### src/rhvp_pkg.sv
// Shared types and constants for the record header varint parser.
// No dependencies; used by every other file of the block but rhvp_if.
package rhvp_pkg;

   // Parse phases: which varint of the cell is being read
   typedef enum logic [1:0] {
      PH_PAYLOAD = 2'd0,
      PH_ROWID   = 2'd1,
      PH_HDRLEN  = 2'd2,
      PH_TYPES   = 2'd3
   } phase_type;

   // Column content kinds
   typedef enum logic [2:0] {
      KIND_NULL     = 3'd0,
      KIND_INTEGER  = 3'd1,
      KIND_FLOAT    = 3'd2,
      KIND_BLOB     = 3'd3,
      KIND_TEXT     = 3'd4,
      KIND_RESERVED = 3'd5
   } kind_type;

   // Error codes, highest applicable one wins
   typedef enum logic [1:0] {
      ERR_NONE     = 2'd0,
      ERR_RESERVED = 2'd1,
      ERR_OVERFLOW = 2'd2,
      ERR_COLUMNS  = 2'd3
   } err_type;

   // Varint layout: up to eight 7-bit bytes, then one full 8-bit byte
   localparam logic [3:0] VARINT_SHORT_BYTES = 4'd8;
   localparam logic [3:0] VARINT_MAX_BYTES   = 4'd9;
   localparam logic [31:0] U32_MAX           = 32'hFFFF_FFFF;
   localparam logic [30:0] VAR_SIZE_BIAS     = 31'd6;

   // One result item
   typedef struct packed {
      logic [5:0]  column_index;
      logic [31:0] serial_type;
      logic [30:0] content_size;
      logic [31:0] content_offset;
      kind_type    value_kind;
      logic [63:0] row_id;
      logic        last_column;
      err_type     error_code;
   } result_type;

   // Content size of the fixed-size serial types 0..9
   function automatic logic [3:0] small_size(input logic [3:0] t);
      logic [3:0] size;
      unique case (t)
         4'd0:    size = 4'd0;
         4'd1:    size = 4'd1;
         4'd2:    size = 4'd2;
         4'd3:    size = 4'd3;
         4'd4:    size = 4'd4;
         4'd5:    size = 4'd6;
         4'd6:    size = 4'd8;
         4'd7:    size = 4'd8;
         default: size = 4'd0;
      endcase
      return size;
   endfunction

endpackage

### src/rhvp_if.sv
// Valid/ready channel interfaces for the cell byte input and the column result output.
// No dependencies.
interface rhvp_req_if;
   logic       valid;
   logic       ready;
   logic [7:0] data_byte;
   logic       cell_start;

   modport source (output valid, output data_byte, output cell_start, input ready);
   modport sink   (input valid, input data_byte, input cell_start, output ready);
endinterface

interface rhvp_rsp_if;
   logic               valid;
   logic               ready;
   logic [5:0]         column_index;
   logic [31:0]        serial_type;
   logic [30:0]        content_size;
   logic [31:0]        content_offset;
   logic [2:0]         value_kind;
   logic signed [63:0] row_id;
   logic               last_column;
   logic [1:0]         error_code;

   modport source (output valid, output column_index, output serial_type,
                   output content_size, output content_offset, output value_kind,
                   output row_id, output last_column, output error_code, input ready);
   modport sink   (input valid, input column_index, input serial_type,
                   input content_size, input content_offset, input value_kind,
                   input row_id, input last_column, input error_code, output ready);
endinterface

### src/rhvp_decode.sv
// Serial type decoder: content size and kind of one serial type.
// Depends on rhvp_pkg.
module rhvp_decode (
   input  logic [31:0]       serial_type,
   output logic [30:0]       content_size,
   output rhvp_pkg::kind_type value_kind
);

   logic [30:0] half_type;

   // (t-12)/2 for even and (t-13)/2 for odd both reduce to t/2 - 6
   assign half_type = serial_type[31:1];

   always_comb begin
      if (serial_type <= 32'd9) begin
         content_size = 31'(rhvp_pkg::small_size(serial_type[3:0]));
         if (serial_type == 32'd0 || serial_type == 32'd8 || serial_type == 32'd9) begin
            value_kind = rhvp_pkg::KIND_NULL;
         end else if (serial_type == 32'd7) begin
            value_kind = rhvp_pkg::KIND_FLOAT;
         end else begin
            value_kind = rhvp_pkg::KIND_INTEGER;
         end
      end else if (serial_type <= 32'd11) begin
         content_size = '0;
         value_kind   = rhvp_pkg::KIND_RESERVED;
      end else begin
         content_size = half_type - rhvp_pkg::VAR_SIZE_BIAS;
         value_kind   = serial_type[0] ? rhvp_pkg::KIND_TEXT : rhvp_pkg::KIND_BLOB;
      end
   end

endmodule

### src/rhvp_parser.sv
// Parse state and per-byte update: varint assembly, header accounting, column results.
// Depends on rhvp_pkg and rhvp_decode.
module rhvp_parser #(
   parameter int MAX_COLUMNS = 64
) (
   input  logic                   clock,
   input  logic                   reset,
   input  logic                   go,
   input  logic [7:0]             data_byte,
   input  logic                   cell_start,
   output logic                   emit,
   output rhvp_pkg::result_type   result
);

   localparam int CW = $clog2(MAX_COLUMNS + 1);
   localparam int IW = (CW > 6) ? CW : 6;

   rhvp_pkg::phase_type phase_ff, phase_in, cur_phase;
   logic [63:0] acc_ff, acc_in, cur_acc, acc_step;
   logic [3:0]  cnt_ff, cnt_in, cur_cnt, cnt_step;
   logic [31:0] hl_ff, hl_in, cur_hl;
   logic [31:0] hc_ff, hc_in, cur_hc, hc_step;
   logic [CW-1:0] col_ff, col_in, cur_col;
   logic [31:0] off_ff, off_in, cur_off;
   logic [63:0] rowid_ff, rowid_in, cur_rowid;

   logic        skip, byte_last, done, value_ovf, col_full;
   logic [31:0] type_val;
   logic [30:0] dec_size;
   rhvp_pkg::kind_type dec_kind;
   logic [32:0] off_sum;
   logic [IW-1:0] idx_ext;

   // Cell start clears the parse state for this byte
   always_comb begin
      if (cell_start) begin
         cur_phase = rhvp_pkg::PH_PAYLOAD;
         cur_acc   = '0;
         cur_cnt   = '0;
         cur_hl    = '0;
         cur_hc    = '0;
         cur_col   = '0;
         cur_off   = '0;
         cur_rowid = '0;
      end else begin
         cur_phase = phase_ff;
         cur_acc   = acc_ff;
         cur_cnt   = cnt_ff;
         cur_hl    = hl_ff;
         cur_hc    = hc_ff;
         cur_col   = col_ff;
         cur_off   = off_ff;
         cur_rowid = rowid_ff;
      end
   end

   // Header used up: bytes are ignored until the next cell
   assign skip = (cur_phase == rhvp_pkg::PH_TYPES) && (cur_cnt == '0) && (cur_hc >= cur_hl);

   // Header byte count, saturating
   assign hc_step = ((cur_phase == rhvp_pkg::PH_HDRLEN || cur_phase == rhvp_pkg::PH_TYPES)
                     && cur_hc != rhvp_pkg::U32_MAX) ? cur_hc + 32'd1 : cur_hc;

   // Varint assembly: 7 bits per byte, all 8 bits of the ninth
   assign byte_last = (cur_cnt >= rhvp_pkg::VARINT_SHORT_BYTES);
   assign acc_step  = byte_last ? {cur_acc[55:0], data_byte} : {cur_acc[56:0], data_byte[6:0]};
   assign cnt_step  = byte_last ? rhvp_pkg::VARINT_MAX_BYTES : cur_cnt + 4'd1;
   assign done      = byte_last || !data_byte[7];

   // Serial type, saturated when above 32 bits
   assign value_ovf = |acc_step[63:32];
   assign type_val  = value_ovf ? rhvp_pkg::U32_MAX : acc_step[31:0];

   rhvp_decode u_decode (
      .serial_type  (type_val),
      .content_size (dec_size),
      .value_kind   (dec_kind)
   );

   assign off_sum  = {1'b0, cur_off} + 33'(dec_size);
   assign col_full = (cur_col >= CW'(MAX_COLUMNS));
   assign idx_ext  = IW'(cur_col);

   // Result fields for a completed serial type
   always_comb begin
      result.column_index   = idx_ext[5:0];
      result.serial_type    = type_val;
      result.content_size   = dec_size;
      result.content_offset = cur_off;
      result.value_kind     = dec_kind;
      result.row_id         = cur_rowid;
      result.last_column    = (hc_step >= cur_hl);
      if (col_full) begin
         result.error_code = rhvp_pkg::ERR_COLUMNS;
      end else if (value_ovf || off_sum[32]) begin
         result.error_code = rhvp_pkg::ERR_OVERFLOW;
      end else if (dec_kind == rhvp_pkg::KIND_RESERVED) begin
         result.error_code = rhvp_pkg::ERR_RESERVED;
      end else begin
         result.error_code = rhvp_pkg::ERR_NONE;
      end
   end

   // Next state per accepted byte
   always_comb begin
      phase_in = phase_ff;
      acc_in   = acc_ff;
      cnt_in   = cnt_ff;
      hl_in    = hl_ff;
      hc_in    = hc_ff;
      col_in   = col_ff;
      off_in   = off_ff;
      rowid_in = rowid_ff;
      emit     = 1'b0;
      if (go) begin
         phase_in = cur_phase;
         acc_in   = cur_acc;
         cnt_in   = cur_cnt;
         hl_in    = cur_hl;
         hc_in    = cur_hc;
         col_in   = cur_col;
         off_in   = cur_off;
         rowid_in = cur_rowid;
         if (!skip) begin
            hc_in  = hc_step;
            acc_in = acc_step;
            cnt_in = cnt_step;
            if (done) begin
               acc_in = '0;
               cnt_in = '0;
               unique case (cur_phase)
                  rhvp_pkg::PH_PAYLOAD: begin
                     phase_in = rhvp_pkg::PH_ROWID;
                  end
                  rhvp_pkg::PH_ROWID: begin
                     rowid_in = acc_step;
                     phase_in = rhvp_pkg::PH_HDRLEN;
                  end
                  rhvp_pkg::PH_HDRLEN: begin
                     hl_in    = type_val;
                     phase_in = rhvp_pkg::PH_TYPES;
                  end
                  rhvp_pkg::PH_TYPES: begin
                     emit   = 1'b1;
                     off_in = off_sum[32] ? rhvp_pkg::U32_MAX : off_sum[31:0];
                     col_in = col_full ? cur_col : cur_col + CW'(1);
                  end
               endcase
            end
         end
      end
   end

   always_ff @(posedge clock) begin
      if (reset) begin
         phase_ff <= rhvp_pkg::PH_PAYLOAD;
         acc_ff   <= '0;
         cnt_ff   <= '0;
         hl_ff    <= '0;
         hc_ff    <= '0;
         col_ff   <= '0;
         off_ff   <= '0;
         rowid_ff <= '0;
      end else begin
         phase_ff <= phase_in;
         acc_ff   <= acc_in;
         cnt_ff   <= cnt_in;
         hl_ff    <= hl_in;
         hc_ff    <= hc_in;
         col_ff   <= col_in;
         off_ff   <= off_in;
         rowid_ff <= rowid_in;
      end
   end

endmodule

### src/record_header_varint_parser.sv
// Record header varint parser: input register, parse stage and result register.
// Depends on rhvp_pkg, rhvp_if (rhvp_req_if, rhvp_rsp_if) and rhvp_parser.
//
// Usage:
//   req_chan carries the bytes of table-leaf cells in file order, one item per
//   byte; cell_start set on an item marks the first byte of a new cell.
//   rsp_chan carries one item per serial type of the record header: column
//   index, serial type, content size, offset and kind, row id, a last-column
//   flag and an error code. Bytes that complete no serial type give no item.
//   An accepted item waits in the input register until the result register can
//   take a new item; it is then parsed in the parse stage and its result is
//   offered on rsp_chan from the result register.
//   Throughput: one byte per cycle while the receiver does not stall; the
//   combinational varint and header update in the parse stage sets that rate.
//   Reset clears all parse state as at the start of a cell and empties both
//   registers. When the receiver stalls, the result register holds its item,
//   the parse stage waits, and the input register takes a byte only while it
//   is empty; req_chan.ready stays low while it is full.
module record_header_varint_parser #(
   parameter int MAX_COLUMNS = 64
) (
   input  logic            clock,
   input  logic            reset,
   rhvp_req_if.sink        req_chan,
   rhvp_rsp_if.source      rsp_chan
);

   logic       in_valid_ff, in_valid_in;
   logic [7:0] in_byte_ff;
   logic       in_start_ff;
   logic       out_valid_ff, out_valid_in;
   rhvp_pkg::result_type out_data_ff, result;
   logic       out_free, go, emit, req_fire;

   // Handshake between the two register stages
   assign out_free         = !out_valid_ff || rsp_chan.ready;
   assign go               = in_valid_ff && out_free;
   assign req_chan.ready   = !in_valid_ff || go;
   assign req_fire         = req_chan.valid && req_chan.ready;

   always_comb begin
      in_valid_in = in_valid_ff;
      if (req_fire) begin
         in_valid_in = 1'b1;
      end else if (go) begin
         in_valid_in = 1'b0;
      end
      out_valid_in = out_valid_ff;
      if (go && emit) begin
         out_valid_in = 1'b1;
      end else if (rsp_chan.ready) begin
         out_valid_in = 1'b0;
      end
   end

   rhvp_parser #(
      .MAX_COLUMNS (MAX_COLUMNS)
   ) u_parser (
      .clock      (clock),
      .reset      (reset),
      .go         (go),
      .data_byte  (in_byte_ff),
      .cell_start (in_start_ff),
      .emit       (emit),
      .result     (result)
   );

   // Control registers
   always_ff @(posedge clock) begin
      if (reset) begin
         in_valid_ff  <= 1'b0;
         out_valid_ff <= 1'b0;
      end else begin
         in_valid_ff  <= in_valid_in;
         out_valid_ff <= out_valid_in;
      end
   end

   // Payload registers
   always_ff @(posedge clock) begin
      if (req_fire) begin
         in_byte_ff  <= req_chan.data_byte;
         in_start_ff <= req_chan.cell_start;
      end
      if (go && emit) begin
         out_data_ff <= result;
      end
   end

   assign rsp_chan.valid          = out_valid_ff;
   assign rsp_chan.column_index   = out_data_ff.column_index;
   assign rsp_chan.serial_type    = out_data_ff.serial_type;
   assign rsp_chan.content_size   = out_data_ff.content_size;
   assign rsp_chan.content_offset = out_data_ff.content_offset;
   assign rsp_chan.value_kind     = out_data_ff.value_kind;
   assign rsp_chan.row_id         = $signed(out_data_ff.row_id);
   assign rsp_chan.last_column    = out_data_ff.last_column;
   assign rsp_chan.error_code     = out_data_ff.error_code;

endmodule

### src/flat_wrapper.sv
// flat-port wrapper written by rule: the top's interface ports become plain ports
module record_header_varint_parser_flat 
#(
   parameter int MAX_COLUMNS = 64
)
  (clock, reset, req_chan_valid, req_chan_data_byte, req_chan_cell_start, req_chan_ready, rsp_chan_valid, rsp_chan_column_index, rsp_chan_serial_type, rsp_chan_content_size, rsp_chan_content_offset, rsp_chan_value_kind, rsp_chan_row_id, rsp_chan_last_column, rsp_chan_error_code, rsp_chan_ready);
  rhvp_req_if req_chan_i ();
  rhvp_rsp_if rsp_chan_i ();
  input  logic clock;
  input  logic reset;
  input wire logic [$bits(req_chan_i.valid)-1:0] req_chan_valid;
  input wire logic [$bits(req_chan_i.data_byte)-1:0] req_chan_data_byte;
  input wire logic [$bits(req_chan_i.cell_start)-1:0] req_chan_cell_start;
  output wire logic [$bits(req_chan_i.ready)-1:0] req_chan_ready;
  output wire logic [$bits(rsp_chan_i.valid)-1:0] rsp_chan_valid;
  output wire logic [$bits(rsp_chan_i.column_index)-1:0] rsp_chan_column_index;
  output wire logic [$bits(rsp_chan_i.serial_type)-1:0] rsp_chan_serial_type;
  output wire logic [$bits(rsp_chan_i.content_size)-1:0] rsp_chan_content_size;
  output wire logic [$bits(rsp_chan_i.content_offset)-1:0] rsp_chan_content_offset;
  output wire logic [$bits(rsp_chan_i.value_kind)-1:0] rsp_chan_value_kind;
  output wire logic [$bits(rsp_chan_i.row_id)-1:0] rsp_chan_row_id;
  output wire logic [$bits(rsp_chan_i.last_column)-1:0] rsp_chan_last_column;
  output wire logic [$bits(rsp_chan_i.error_code)-1:0] rsp_chan_error_code;
  input wire logic [$bits(rsp_chan_i.ready)-1:0] rsp_chan_ready;
  assign req_chan_i.valid = req_chan_valid;
  assign req_chan_i.data_byte = req_chan_data_byte;
  assign req_chan_i.cell_start = req_chan_cell_start;
  assign req_chan_ready = req_chan_i.ready;
  assign rsp_chan_valid = rsp_chan_i.valid;
  assign rsp_chan_column_index = rsp_chan_i.column_index;
  assign rsp_chan_serial_type = rsp_chan_i.serial_type;
  assign rsp_chan_content_size = rsp_chan_i.content_size;
  assign rsp_chan_content_offset = rsp_chan_i.content_offset;
  assign rsp_chan_value_kind = rsp_chan_i.value_kind;
  assign rsp_chan_row_id = rsp_chan_i.row_id;
  assign rsp_chan_last_column = rsp_chan_i.last_column;
  assign rsp_chan_error_code = rsp_chan_i.error_code;
  assign rsp_chan_i.ready = rsp_chan_ready;
  record_header_varint_parser #(.MAX_COLUMNS(MAX_COLUMNS)) u_core (.clock(clock), .reset(reset), .req_chan(req_chan_i), .rsp_chan(rsp_chan_i));
endmodule
### config.mk
export PLATFORM = sky130hd
export DESIGN_NAME = record_header_varint_parser_flat
export DESIGN_NICKNAME = d
export VERILOG_FILES = /design/src/rhvp_pkg.sv /design/src/rhvp_if.sv /design/src/rhvp_decode.sv /design/src/rhvp_parser.sv /design/src/record_header_varint_parser.sv /design/src/flat_wrapper.sv
export SDC_FILE = /design/constraint.sdc
export NUM_CORES = 1
export LEC_CHECK = 0
export BUFFER_PORTS_ARGS = -buffer_cell sky130_fd_sc_hd__buf_2
export CAP_MARGIN = 0
export CORE_MARGIN = 2
export CORE_UTILIZATION = 55
export CTS_BUF_LIST = sky130_fd_sc_hd__clkbuf_4 sky130_fd_sc_hd__clkbuf_8
export CTS_CLUSTER_DIAMETER = 40
export DETAILED_ROUTE_END_ITERATION = 8
export PLACE_DENSITY = 0.75
export SLEW_MARGIN = 10
export SYNTH_ARGS = -nofsm -noshare
export SYNTH_HDL_FRONTEND = slang
export SYNTH_SLANG_ARGS = --single-unit
### constraint.sdc
create_clock -name clock -period 23.3 [get_ports clock]
set_input_delay 1.165 -clock clock [delete_from_list [all_inputs] [get_ports clock]]
set_output_delay 1.165 -clock clock [all_outputs]
set_load 0.005 [all_outputs]
; Word-level counts from Yosys, hierarchy flattened
; Memory sizes are Yosys's and may differ from the RTL's.
; Cells that the tools add are included.
; Widths: inputs -> output; s select.
[op_classes]
add_sub_neg = 5
order_cmp = 6
muxes = 52
reduce_logical = 23
eq_ne = 8
[op_table]
columns = operator, n
row1 = $mux 32, 13
row2 = $mux 64, 5
row3 = $mux 57, 3
row4 = $eq 32x4->1 const B, 2
row5 = $ge 32x32->1, 2
row6 = $le 32x4->1 const B, 2
row7 = $mux 31, 2
row8 = $mux 7, 5
row9 = $add 32x31->33, 1
row10 = $add 32x1->32 const B, 1
row11 = $eq 32x3->1 const B, 1
row12 = $logic_not 32->1, 1
row13 = $ne 32x32->1 const B, 1
row14 = $reduce_or 32->1, 1
row15 = $sub 31x3->31 const B, 1
row16 = $mux 4, 5
row17 = $mux 3, 4
row18 = $mux 1, 10
row19 = $mux 2, 4
row20 = $add 7x1->7 const B, 1
row21 = $ge 7x7->1 const B, 1
row22 = $logic_or 1x1->1, 7
row23 = $logic_and 1x1->1, 6
row24 = $pmux 2 s3, 1
row25 = 10 further kinds, 14
[totals]
out_inout_bits = 173
romBits = 32
word_cells = 116
in_bits = 13
mem_count = 1
ff_bits = 412
[memory_table]
columns = name, depth, width, rd, rd_clocked_by_memory_dff, wr, line
row1 = (name not given), 8, 4, 1, 0, 0, rhvp_pkg.sv:52  ; unique case (t)

; Longest topological paths before layout
[depth]
depth_word = 13
ltp_mapped = 29
mapped_depth_nobuf = 23

; Modules after synthesis
; Synthesis repeated with hierarchy kept, for this count alone.
[hier_totals]
cells_unflattened = 2148
area_unflattened_um2 = 20714.9
[by_module_without_submodules]
columns = module, seq_area_each_um2, area_per_inst_um2, cells_each, instances
row1 = rhvp_parser, 4604.4, 14152.3, 1795, 1
row2 = record_header_varint_parser, 5445.2, 5507.8, 191, 1
row3 = rhvp_decode, 0.0, 1054.8, 162, 1

; Worst setup path after synthesis
; Ideal clock, no wire load.
[synth_path]
kind = flip-flop to flip-flop
from = reg u_core.in_start_ff
to = reg u_core.u_parser.off_ff[7]
required_time_ns = 23.213
path_slack_ns = 13.370
setup_time_ns = 0.087
arrival_ns = 9.843
stages_incl_launch_ff = 23
synth_period_minus_slack_ns = 9.930
n_path_buf = 10
cell_sequence = edfxtp_1 > clkbuf_1 > clkbuf_1 > buf_2 > buf_1 > clkbuf_1 > clkbuf_1 > clkbuf_1 > clkbuf_1 > nor2b_1 > ha_1 > a2111oi_0 > nand2_1 > a21oi_1 > o22ai_1 > a21o_1 > clkbuf_1 > nor2_1 > nand2_1 > inv_1 > clkbuf_1 > o21ai_0 > a21oi_1
[synth_via]
elab_chain_cells = 13
word_cells_on_any_way = 28
classes_between = add/sub (2) / order compare (4) / eq/ne (1) / mux (15) / reduce/logical (5) / memory (1)
[synth_rtl]
columns = element, line
row1 = start: declaration, record_header_varint_parser.sv:30  ; logic in_start_ff;
row2 = start signal: assignment, record_header_varint_parser.sv:83  ; in_start_ff <= req_chan.cell_start;
row3 = $mux 4, rhvp_parser.sv:36  ; if (cell_start) begin
row4 = $ge 4x4->1, rhvp_parser.sv:65  ; assign byte_last = (cur_cnt >= rhvp_pkg::VARINT_SHORT_BYTES);
row5 = $mux 64, rhvp_parser.sv:66  ; assign acc_step = byte_last ? {cur_acc[55:0], data_byte} : {cur_acc[56:0], data_byte[6:0]};
row6 = $reduce_or 32->1, rhvp_parser.sv:71  ; assign value_ovf = |acc_step[63:32];
row7 = $mux 32, rhvp_parser.sv:72  ; assign type_val = value_ovf ? rhvp_pkg::U32_MAX : acc_step[31:0];
row8 = "$sub 31x3->31, or another cell as far along", rhvp_decode.sv:28  ; content_size = half_type - rhvp_pkg::VAR_SIZE_BIAS;
row9 = $mux 31 / $mux 4 (equally long branches), "rhvp_decode.sv:24, rhvp_pkg.sv:52"
row10 = $mux 31, rhvp_decode.sv:15  ; if (serial_type <= 32'd9) begin
row11 = $add 32x31->33, rhvp_parser.sv:80  ; assign off_sum = {1'b0, cur_off} + 33'(dec_size);
row12 = $mux 32, rhvp_parser.sv:145  ; off_in = off_sum[32] ? rhvp_pkg::U32_MAX : off_sum[31:0];
row13 = $mux 32, rhvp_parser.sv:131  ; unique case (cur_phase)
row14 = $mux 32, rhvp_parser.sv:128  ; if (done) begin
row15 = $mux 32 *, rhvp_parser.sv:124  ; if (!skip) begin
row16 = end signal: assignment, rhvp_parser.sv:171  ; off_ff <= off_in;
row17 = end: declaration, rhvp_parser.sv:24  ; logic [31:0] off_ff, off_in, cur_off;
; Mark *: on every way between the ends. The rest lies on a longest branch, timed or not.
; A chain may end at the register's enable or synchronous reset.

==> summary.txt <==
Power
  – Gate power share: 5.8%
  – Cell Pwr Density: 65.4 nW/um2
  – Sw Pwr: 372 uW
  – Peak VDD IR: 40.0 uV
  – Seq pwr share: 49.6%
  – Lkg Pwr: 0.00872 uW
  – Clock share of power: 44.7%
  – Power Total: 1530 uW
  – Switching share of power: 24.3%
  – Int Pwr: 1160 uW

Timing
  – Maximum clock rate: 0.121 GHz
  – Hold Fails Final Rpt: 0
  – RSZ-0062 raised after global routing: false
  – Final setup violation count: 0
  – Worst-Margin Slew: 1.22 ns
  – Crit share post-route: 35.6%
  – Max Clock Skew: 0.0259 ns
  – Setup_tns: 0 ns
  – Slew Limit Headroom: 18.5%
  – Tmin final: 8.29 ns
  – Slew Limit Fails: 0

Finish
  – Commonest non-fill, non-tap cell in the layout: nand2_1
  – Nets: 2,432
  – Fill cell count: 3,159
  – Final core occ: 62.6%
  – Cell area after layout: 23,400 um2
  – Area grow syn2layout: 13.0%
  – Commonest non-fill, non-tap cells in the layout: nand2_1 (242), dfxtp_1 (231), nor2_1 (201)
  – Share of cells above drive strength 1: 16.6%
  – Layout Cells excl Fill: 2,884

CTS
  – # hold bufs at CTS: 0
  – Clk sink count: 412
  – Root Buffer: clkbuf_8
  – CTS Buf Count: 73
  – CTS resizes: 0
  – Bufs on Longest Clock Path: 3
  – TritonCTS clock tree: done
  – Clock transition at path regs: 0.06 ns
  – Post-CTS Setup Bufs: 0
  – H-tree depth: 3
  – Worst skew pair latency: 0.63 ns

Hold path
  – Hold Crit Class: flop to flop
  – Hold_sp: u_core.u_parser.rowid_ff[2]

Die
  – Core Area: 37,400 um2
  – Starting density of the core: 55.4%
  – Row Count: 71
  – IO Pins: 186
  – Die Span X: 198 um
  – Die Y: 198 um
  – Die area: 39,300 um2

Drt
  – Routed wl met2: 27,100 um
  – DR iter-0 viols: 1,802
  – Routed len/inst: 20.6 um
  – Vias: 17,500
  – DR vias/cell: 6.08
  – Uppermost layer routed: met4
  – DRC viols: 0
  – Routed Antenna Nets: 0
  – DRT Wirelength: 59,500 um
  – Met3 WL post-DR: 4340 um
  – DRT Pass-1 Iters: 7
  – WL met1: 26,400 um

Worst setup path
  – Crit path launch: u_core.u_parser.cnt_ff[3]
  – Critical path peak fanout: 50
  – Crit. End Element: flop
  – Startpoint class of the critical path: flop
  – Crit path kind: flop to flop
  – WP data required: 23.73 ns
  – Reg2reg start: u_core.u_parser.cnt_ff[3]
  – Crit path DAT: 8.72 ns

GRT
  – Total GRT Usage: 30.2%
  – Initial antenna violation count: 1
  – Largest net degree at the start of global routing: 165
  – Number of global-route vias before repair: 16,700
  – Total congestion overflow: 0
  – First-pass GRT wire length: 92,300 um

Placed design
  – RD Place Congestion: 0.940
  – Dpl cell area: 21,900 um2
  – Port Buf Inserts: 185
  – Cells after DPL: 2,750
  – HPWL after DPL: 40,700 um

Yosys
  – Synth cell types: 73
  – Post-synthesis cell area: 20,700 um2
  – Post-Synthesis Cells: 2,184
  – Main synth FF type: dfxtp_1
  – Synthesized Nets: 2,302
  – Yosys warning count: 0
  – Sequential area share after synthesis: 48.5%
  – Syn avg cell area: 9.49 um2
  – #FFs+latches synth: 412
  – EDFF count, synth: 180
  – Async set-reset flop share out of synthesis: 0%

Run
  – Max cap viols: 0

Status
  – Status: completed
cell type report:
type | instances | area, um2 | area share (%)
Antenna cell | 1 | 2.50 | 0.0107
Clock buffer | 106 | 1300 | 5.56
Clock inverter | 27 | 199 | 0.849
Inverter | 28 | 110 | 0.470
Multi-Input combinational cell | 1598 | 10100 | 42.9
Sequential cell | 412 | 10100 | 42.9
Tap cell | 511 | 639 | 2.73
Timing Repair Buffer | 201 | 1060 | 4.54
layer usage:
metal / global-route usage, % / up-vias
met3: 5.30 / 115
met4: 12.0 / 0
met5: 0 / -
li1: - / 8198
met1: 41.9 / 8475
met2: 46.9 / 737
logic make-up after synthesis:
kind of cell / Yosys count / synth area share [%]
AOI/OAI and AO/OA: 513 / 15.7
xor gates and xnor gates: 78 / 3.29
adders and majority gates: 105 / 6.37
buffers and inverters: 174 / 3.30
DFF: 412 / 48.5
muxes: 53 / 2.76
and+or+nand+nor: 849 / 20.1
power by group through the flow:
stage	Combinational, uW	Clock, uW	Sequential (uW)
finish	88.1	684	759
global route	95.6	726	759
CTS	86.6	697	759
detailed placement	86.1	0	774
global placement	85.1	0	774
floorplan	64.4	0	771
worst max-delay path, cell delays in order (launching register included):
cell and delay, ns:
dfxtp_2 0.69, buf_4 0.64, inv_1 0.24, nor3b_1 0.26, a22oi_1 0.15, o41a_1 0.59, nor2_1 0.36, inv_1 0.16
ha_1 0.31, nor2_1 0.28, a31oi_1 0.08, nor2_1 0.27, or2_2 0.64, nor2_2 0.05, a211o_1 0.30, fa_1 0.47
a211oi_1 0.31, o21ai_0 0.16, nand2_1 0.17, o211ai_1 0.12, a31oi_1 0.29, o31a_1 0.17, nor2_1 0.18, nor2_2 0.90
a221oi_1 0.26
synth_stat cells, types with 4 or more instances:
| cell type | number | area [um2] |
|---|---|---|
| a21oi_1 | 186 | 931 |
| inv_1 | 27 | 101 |
| edfxtp_1 | 180 | 5410 |
| xor2_1 | 26 | 228 |
| nor2b_1 | 141 | 882 |
| o21bai_1 | 4 | 30.0 |
| and2_1 | 11 | 68.8 |
| nor3b_1 | 4 | 30.0 |
| or2_2 | 11 | 68.8 |
| buf_4 | 4 | 30.0 |
| o31ai_1 | 5 | 37.5 |
| a211oi_1 | 15 | 113 |
| nor3_1 | 42 | 210 |
| buf_1 | 10 | 37.5 |
| a311oi_1 | 4 | 35.0 |
| o21ai_1 | 4 | 20.0 |
| or3_1 | 13 | 81.3 |
| ha_1 | 104 | 1300 |
| nand4_1 | 51 | 319 |
| a22oi_1 | 67 | 503 |
| nor4_1 | 8 | 50.1 |
| nand2_1 | 244 | 916 |
| nor2_1 | 203 | 762 |
| a21o_1 | 31 | 233 |
| o21a_1 | 4 | 30.0 |
| and4b_1 | 6 | 60.1 |
| o22ai_1 | 4 | 25.0 |
| xnor2_1 | 52 | 455 |
| mux2i_1 | 20 | 200 |
| a221oi_1 | 22 | 193 |
| a31oi_1 | 16 | 100 |
| o21ai_0 | 91 | 455 |
| nand3_1 | 59 | 295 |
| dfxtp_1 | 232 | 4640 |
| and4_1 | 12 | 105 |
| a2111oi_0 | 4 | 35.0 |
| buf_2 | 7 | 35.0 |
| o31a_1 | 5 | 43.8 |
| o211ai_1 | 5 | 37.5 |
| clkbuf_1 | 124 | 465 |
| mux2_2 | 33 | 372 |
| and3_1 | 9 | 56.3 |
| nand2b_1 | 21 | 131 |
| a32oi_1 | 24 | 210 |
flip-flops by register name, indices dropped and copies added, names as in the netlist, 3 cells and up:
signal	flops
u_core.u_parser.col_ff	7
u_core.u_parser.hl_ff	32
u_core.rsp_chan.content_size	31
u_core.rsp_chan.content_offset	32
u_core.u_parser.off_ff	32
u_core.u_parser.hc_ff	32
u_core.u_parser.cnt_ff	4
u_core.rsp_chan.serial_type	32
u_core.u_parser.acc_ff	57
u_core.rsp_chan.value_kind	3
u_core.in_byte_ff	8
u_core.rsp_chan.row_id	64
u_core.rsp_chan.column_index	6
u_core.u_parser.rowid_ff	64
per-stage QoR:
stage          worst slack [ns]  hold slack [ns]
6_report                  15.01            0.452
5_1_grt                   14.31            0.472
2_1_floorplan             13.37            0.427
3_5_place_dp              15.29            0.440
3_3_place_gp              15.49            0.433
4_1_cts                   15.21            0.448
final timing paths:
path / depth (start not counted) / slack (ns) / endpoint
max: 24 / 15.01 / u_core.u_parser.off_ff[20]
min: 2 / 0.45 / u_core.u_parser.rowid_ff[2]
max reg2reg: 24 / 15.01 / u_core.u_parser.off_ff[20]
min reg2reg: 2 / 0.45 / u_core.u_parser.rowid_ff[2]
No activity file was read; power rests on OpenSTA's default activity.
